<file path="config.mk">
export PLATFORM = sky130hd
export DESIGN_NAME = bgmb_front
export DESIGN_NICKNAME = d
export VERILOG_FILES = /design/src/rtl/bgmb_pkg.sv /design/src/rtl/bgmb_front.sv
export SDC_FILE = /design/constraint.sdc
export NUM_CORES = 1
export LEC_CHECK = 0
export BUFFER_PORTS_ARGS = -buffer_cell sky130_fd_sc_hd__buf_4
export CORE_ASPECT_RATIO = 1.4
export CORE_MARGIN = 2
export CORE_UTILIZATION = 34
export CTS_BUF_LIST = sky130_fd_sc_hd__clkbuf_2 sky130_fd_sc_hd__clkbuf_4 sky130_fd_sc_hd__clkbuf_8
export DETAILED_ROUTE_END_ITERATION = 10
export PLACE_DENSITY = 0.62
export RECOVER_POWER = 50
export SYNTH_ARGS = -nofsm -noshare
export SYNTH_HDL_FRONTEND = slang
export SYNTH_SLANG_ARGS = --single-unit
</file>
<file path="constraint.sdc">
create_clock -name clk -period 1.8 [get_ports clk]
set_clock_uncertainty 0.1 [all_clocks]
set_input_delay 0.27 -clock clk [delete_from_list [all_inputs] [get_ports clk]]
set_output_delay 0.27 -clock clk [all_outputs]
set_load 0.1 [all_outputs]
</file>
<file path="src/rtl/bgmb_pkg.sv">
// Shared types and constants for the bump gradient map builder.
// No dependencies; imported by every module of the block.
package bgmb_pkg;

  localparam int MAX_WIDTH   = 256;
  localparam int MAX_HEIGHT  = 256;
  localparam int ADDR_W      = $clog2(MAX_WIDTH * MAX_HEIGHT);
  localparam int CNT_W       = ADDR_W + 1;
  localparam int SIZE_W      = 9;
  localparam int CFG_IDX_W   = 3;
  localparam int QUEUE_DEPTH = 2;
  localparam int DIV_STEPS   = 14;

  localparam logic [CFG_IDX_W-1:0] REG_MAP_WIDTH  = 3'd0;
  localparam logic [CFG_IDX_W-1:0] REG_MAP_HEIGHT = 3'd1;
  localparam logic [CFG_IDX_W-1:0] REG_RGBA_MODE  = 3'd2;
  localparam logic [CFG_IDX_W-1:0] REG_NORMALIZE  = 3'd3;

  localparam logic [7:0] GRAD_ONE   = 8'd127;
  localparam logic [7:0] RGBA_BIAS  = 8'h80;
  localparam logic [7:0] RGBA_ALPHA = 8'hff;

  typedef enum logic {OP_LOAD = 1'b0, OP_READ = 1'b1} op_t;

  typedef struct packed {
    logic        kind;
    logic [31:0] rgba_word;
  } in_item_t;

  typedef struct packed {
    logic [31:0] texel;
    logic        last;
    logic [7:0]  gradient_peak;
  } out_item_t;

  typedef struct packed {
    op_t        op;
    logic [7:0] height;
  } q_entry_t;

  typedef struct packed {
    logic     valid;
    q_entry_t entry;
  } q_head_t;

endpackage

</file>
<file path="src/rtl/bgmb_front.sv">
// Front end: accepts items, classifies them and queues them for the back end.
// Depends on bgmb_pkg.
module bgmb_front (
  input  logic              clk,
  input  logic              rst_n,
  input  logic              start,
  output logic              busy,
  input  bgmb_pkg::in_item_t in_item,
  output bgmb_pkg::q_head_t  head,
  input  logic              pop
);
  import bgmb_pkg::*;

  localparam int PTR_W = $clog2(QUEUE_DEPTH);

  q_entry_t            q_mem_r [QUEUE_DEPTH];
  logic [PTR_W-1:0]    wr_ptr_r, rd_ptr_r;
  logic [PTR_W:0]      cnt_r;
  logic                push, do_pop;
  q_entry_t            new_entry;

  assign busy   = (cnt_r == (PTR_W+1)'(QUEUE_DEPTH));
  assign push   = start && !busy;
  assign do_pop = pop && (cnt_r != '0);

  always_comb begin
    new_entry.op     = in_item.kind ? OP_READ : OP_LOAD;
    new_entry.height = in_item.rgba_word[15:8];
  end

  assign head.valid = (cnt_r != '0);
  assign head.entry = q_mem_r[rd_ptr_r];

  always_ff @(posedge clk) begin
    if (push) begin
      q_mem_r[wr_ptr_r] <= new_entry;
    end
  end

  always_ff @(posedge clk) begin
    if (!rst_n) begin
      wr_ptr_r <= '0;
      rd_ptr_r <= '0;
      cnt_r    <= '0;
    end else begin
      if (push)   wr_ptr_r <= wr_ptr_r + 1'b1;
      if (do_pop) rd_ptr_r <= rd_ptr_r + 1'b1;
      cnt_r <= cnt_r + (PTR_W+1)'(push) - (PTR_W+1)'(do_pop);
    end
  end

endmodule

</file>
==> metrics.md <==
| Metric | Value |
|---|---|
| Starting density of the core | 36.3% |
| Post-route ant nets | 0 |
| Worst VDD drop | ~1.2 mV |
| Fillcell total | 237 |
| Status | finished clean |
| Number of global-route vias before repair | 505 |
| Average size of a mapped cell | roughly 16 sq um |
| Worst-Margin Slew | 418 ps |
| Endpoint class of the critical path | flop |
| Slowest-stage cell, CP | dfxtp_2 |
| YS warnings | 0 |
| Mapped Area | ~890 sq um |
| Tot Pwr | roughly 0.0022 W |
| Die area | between 0.003 and 0.004 sq mm |
| Async SR Flop Fraction | 0% |
| DR DRC count | 0 |
| CP Cell Sequence | nand2b_1 -> nand2_2 -> ha_1 -> inv_1 -> ha_1 -> xor2_2 -> and2_1 -> nor3_2 |
| Leak Pwr | ~0.47 nW |
| Cells after Synth | between 50 and 60 |
| Post-synth EDFFs | 18 |
| Fin. max-slew vios | 0 |
| Worst-Skew Late Latency | between 200 and 300 ps |
| Number of port buffers | 23 |
| Final HPWL DP | 945 microns |
| Largest net degree at the start of global routing | 13 |
| Total GRT Usage | under 10% |
| First-pass GRT wire length | 1.93 mm |
| Synth top area share | about three fifths |
| Register area share after synthesis | 72.2% |
| Syn_nets | 94 |
| Synth Flop Type | edfxtp_1 |
| # clock sinks | 23 |
| Most used cell, CP | ha_1 |
| Reg2reg setup slack | roughly 110 ps |
| Worst-path fanout max | 4 |
| Cell variety after synth | 17 |
| CP peak stage delay | approximately 360 ps |
| Initial drt markers | 5 |
| Relative slew slack | between 70% and 80% |
| Clock Pin Slew Worst Setup and Hold Paths | between 100 and 150 ps |
| Ant. Diodes | 0 |
| Fin crit period | ~1700 ps |
| Critical path launch point type | flop |
| Clock Path Buffers | 2 |
| Wire length per cell | 10.8 microns |
| CTS buffer count | 3 |
| Final WS setup | between 100 and 150 ps |
| Register area | about 650 sq um |
| Max cap viols | 0 |
| GRT overflow | 0 |
| Final nets | ~120 |
| Period utilization | a little over nine tenths |
| Synth top area cells | edfxtp_1 61%, mux2_2 11%, dfxtp_1 11%, ha_1 2.8%, nor2_1 1.7% |
| Final Wtd Congestion | 0.632 |
| Synth-to-Final Area Change | 29.9% |
| Die H | approximately 64 microns |
| Total Wirelength | roughly 1.3 mm |
| CTS H-tree depth | 1 |
| TritonRoute pass-1 iters | 4 |
| Post-synth top area cell | edfxtp_1 |
| Layout cell share with drive strength beyond 1 | approximately 54% |
| Width of the die | ~47 microns |
| Pwr dens | around 1900 mW/mm^2 |
| Hold crit path type | input port to flop |
| Clock root cell | clkbuf_4 |
| Number of vias per cell | 4.27 |
| CP Class | flop to flop |
| WP data required | ~1900 ps |
| Total negative slack | 0 ps |
| Vias | between 400 and 500 |
| Initial antenna violation count | 0 |
| Setup Slack @ Placement | 52.7 ps |
| CTS tree | built |
| Fmax | roughly 590 MHz |
| Hold Vio Cnt, Final | 0 |
| Synthesized flop and latch total | 23 |
| Footprint of the multi-input gates | 243 sq um |
| Commonest non-fill, non-tap cells in the layout | 18 x edfxtp_1, 15 x buf_4, 13 x clkbuf_4 |
| Post-layout util | 47.2% |
| Core area | about 0.0024 sq mm |
| Row cnt | 21 |
| Number of buffers added for setup after CTS | 0 |
| CP Data Arrival Time | around 1800 ps |
| I/O pins | 48 |
| Commonest non-fill, non-tap cell in the layout | edfxtp_1 |
| Final setup vio count | 0 |
final timing paths:
| path | cells after the start | endpoint | from |
|---|---|---|---|
| setup / recovery | 8 | cnt_r[1] | cnt_r[0] |
| hold / removal | 1 | q_mem_r[1][5] | in_item[13] |
| hold reg to reg | 2 | wr_ptr_r | wr_ptr_r |
| setup reg to reg | 8 | cnt_r[1] | cnt_r[0] |
layout make-up:
type / count / area share [%]
clock buffer: 4 / 2.61
inverter: 3 / 0.977
multi-input combinational: 28 / 21.1
sequential: 23 / 56.0
tap: 34 / 3.69
timing repair buffer: 24 / 15.6
timing repair:
action | 4_1_cts | 5_1_grt
setup endpoints to repair | 9 | 9
gates resized for setup | 1 | 5
pin swaps | 0 | 0
hold buffers | 0 | 0
power breakdown:
group	total, W	switching (W)	internal (W)
clock network	0.000231	0.000130	0.000101
registers	0.000768	0.0000677	0.000700
logic	0.00120	0.000891	0.000307
metal layers:
layer	up-vias	global-route usage, %	part of all wire (%)
li1	249	-	-
met1	226	8.41	38
met2	18	16.6	54
met3	2	2.51	6.2
met4	0	6.25	0.88
met5	-	0	0
flip-flops by register name (all words and copies together) (netlist names), named ones only:
| register | flops |
|---|---|
| cnt_r | 2 |
| wr_ptr_r | 1 |
| q_mem_r | 18 |
| rd_ptr_r | 1 |
cells in the mapped netlist, types with 2 or more instances:
cell type	n
and2_1	2
dfxtp_1	5
edfxtp_1	18
ha_1	2
inv_1	3
mux2_2	9
nand2_1	2
nand2b_1	2
nor2_1	4
stage by stage:
| step | hold WS [ps] | cells | cell area [sq um] |
|---|---|---|---|
| 2_1_floorplan | 269 | 55 | 887 |
| 3_3_place_gp | 356 | 112 | 1100 |
| 3_5_place_dp | 359 | 112 | 1100 |
| 4_1_cts | 42.7 | 116 | 1130 |
| 5_1_grt | 48.4 | 116 | 1150 |
| 6_report | 80.5 | 116 | 1150 |
critical path: cells and delay by family (launching register included):
| family | cells | cell delay, ps |
|---|---|---|
| DFF | 1 | 360 |
| buffers and inverters | 1 | 40 |
| xor gates and xnor gates | 1 | 150 |
| and+or+nand+nor | 4 | 490 |
| adders and majority gates | 2 | 480 |
cell families after synthesis:
kind of cell / Yosys count / share of synthesized area [%]
DFF: 23 / 72.2
and+or+nand+nor: 13 / 7.33
muxes: 10 / 12.6
AOI/OAI and AO/OA: 1 / 0.987
buffers and inverters: 4 / 2.12
adders and majority gates: 2 / 2.82
xor gates and xnor gates: 2 / 1.97
Power figures use the tool's default switching activity.
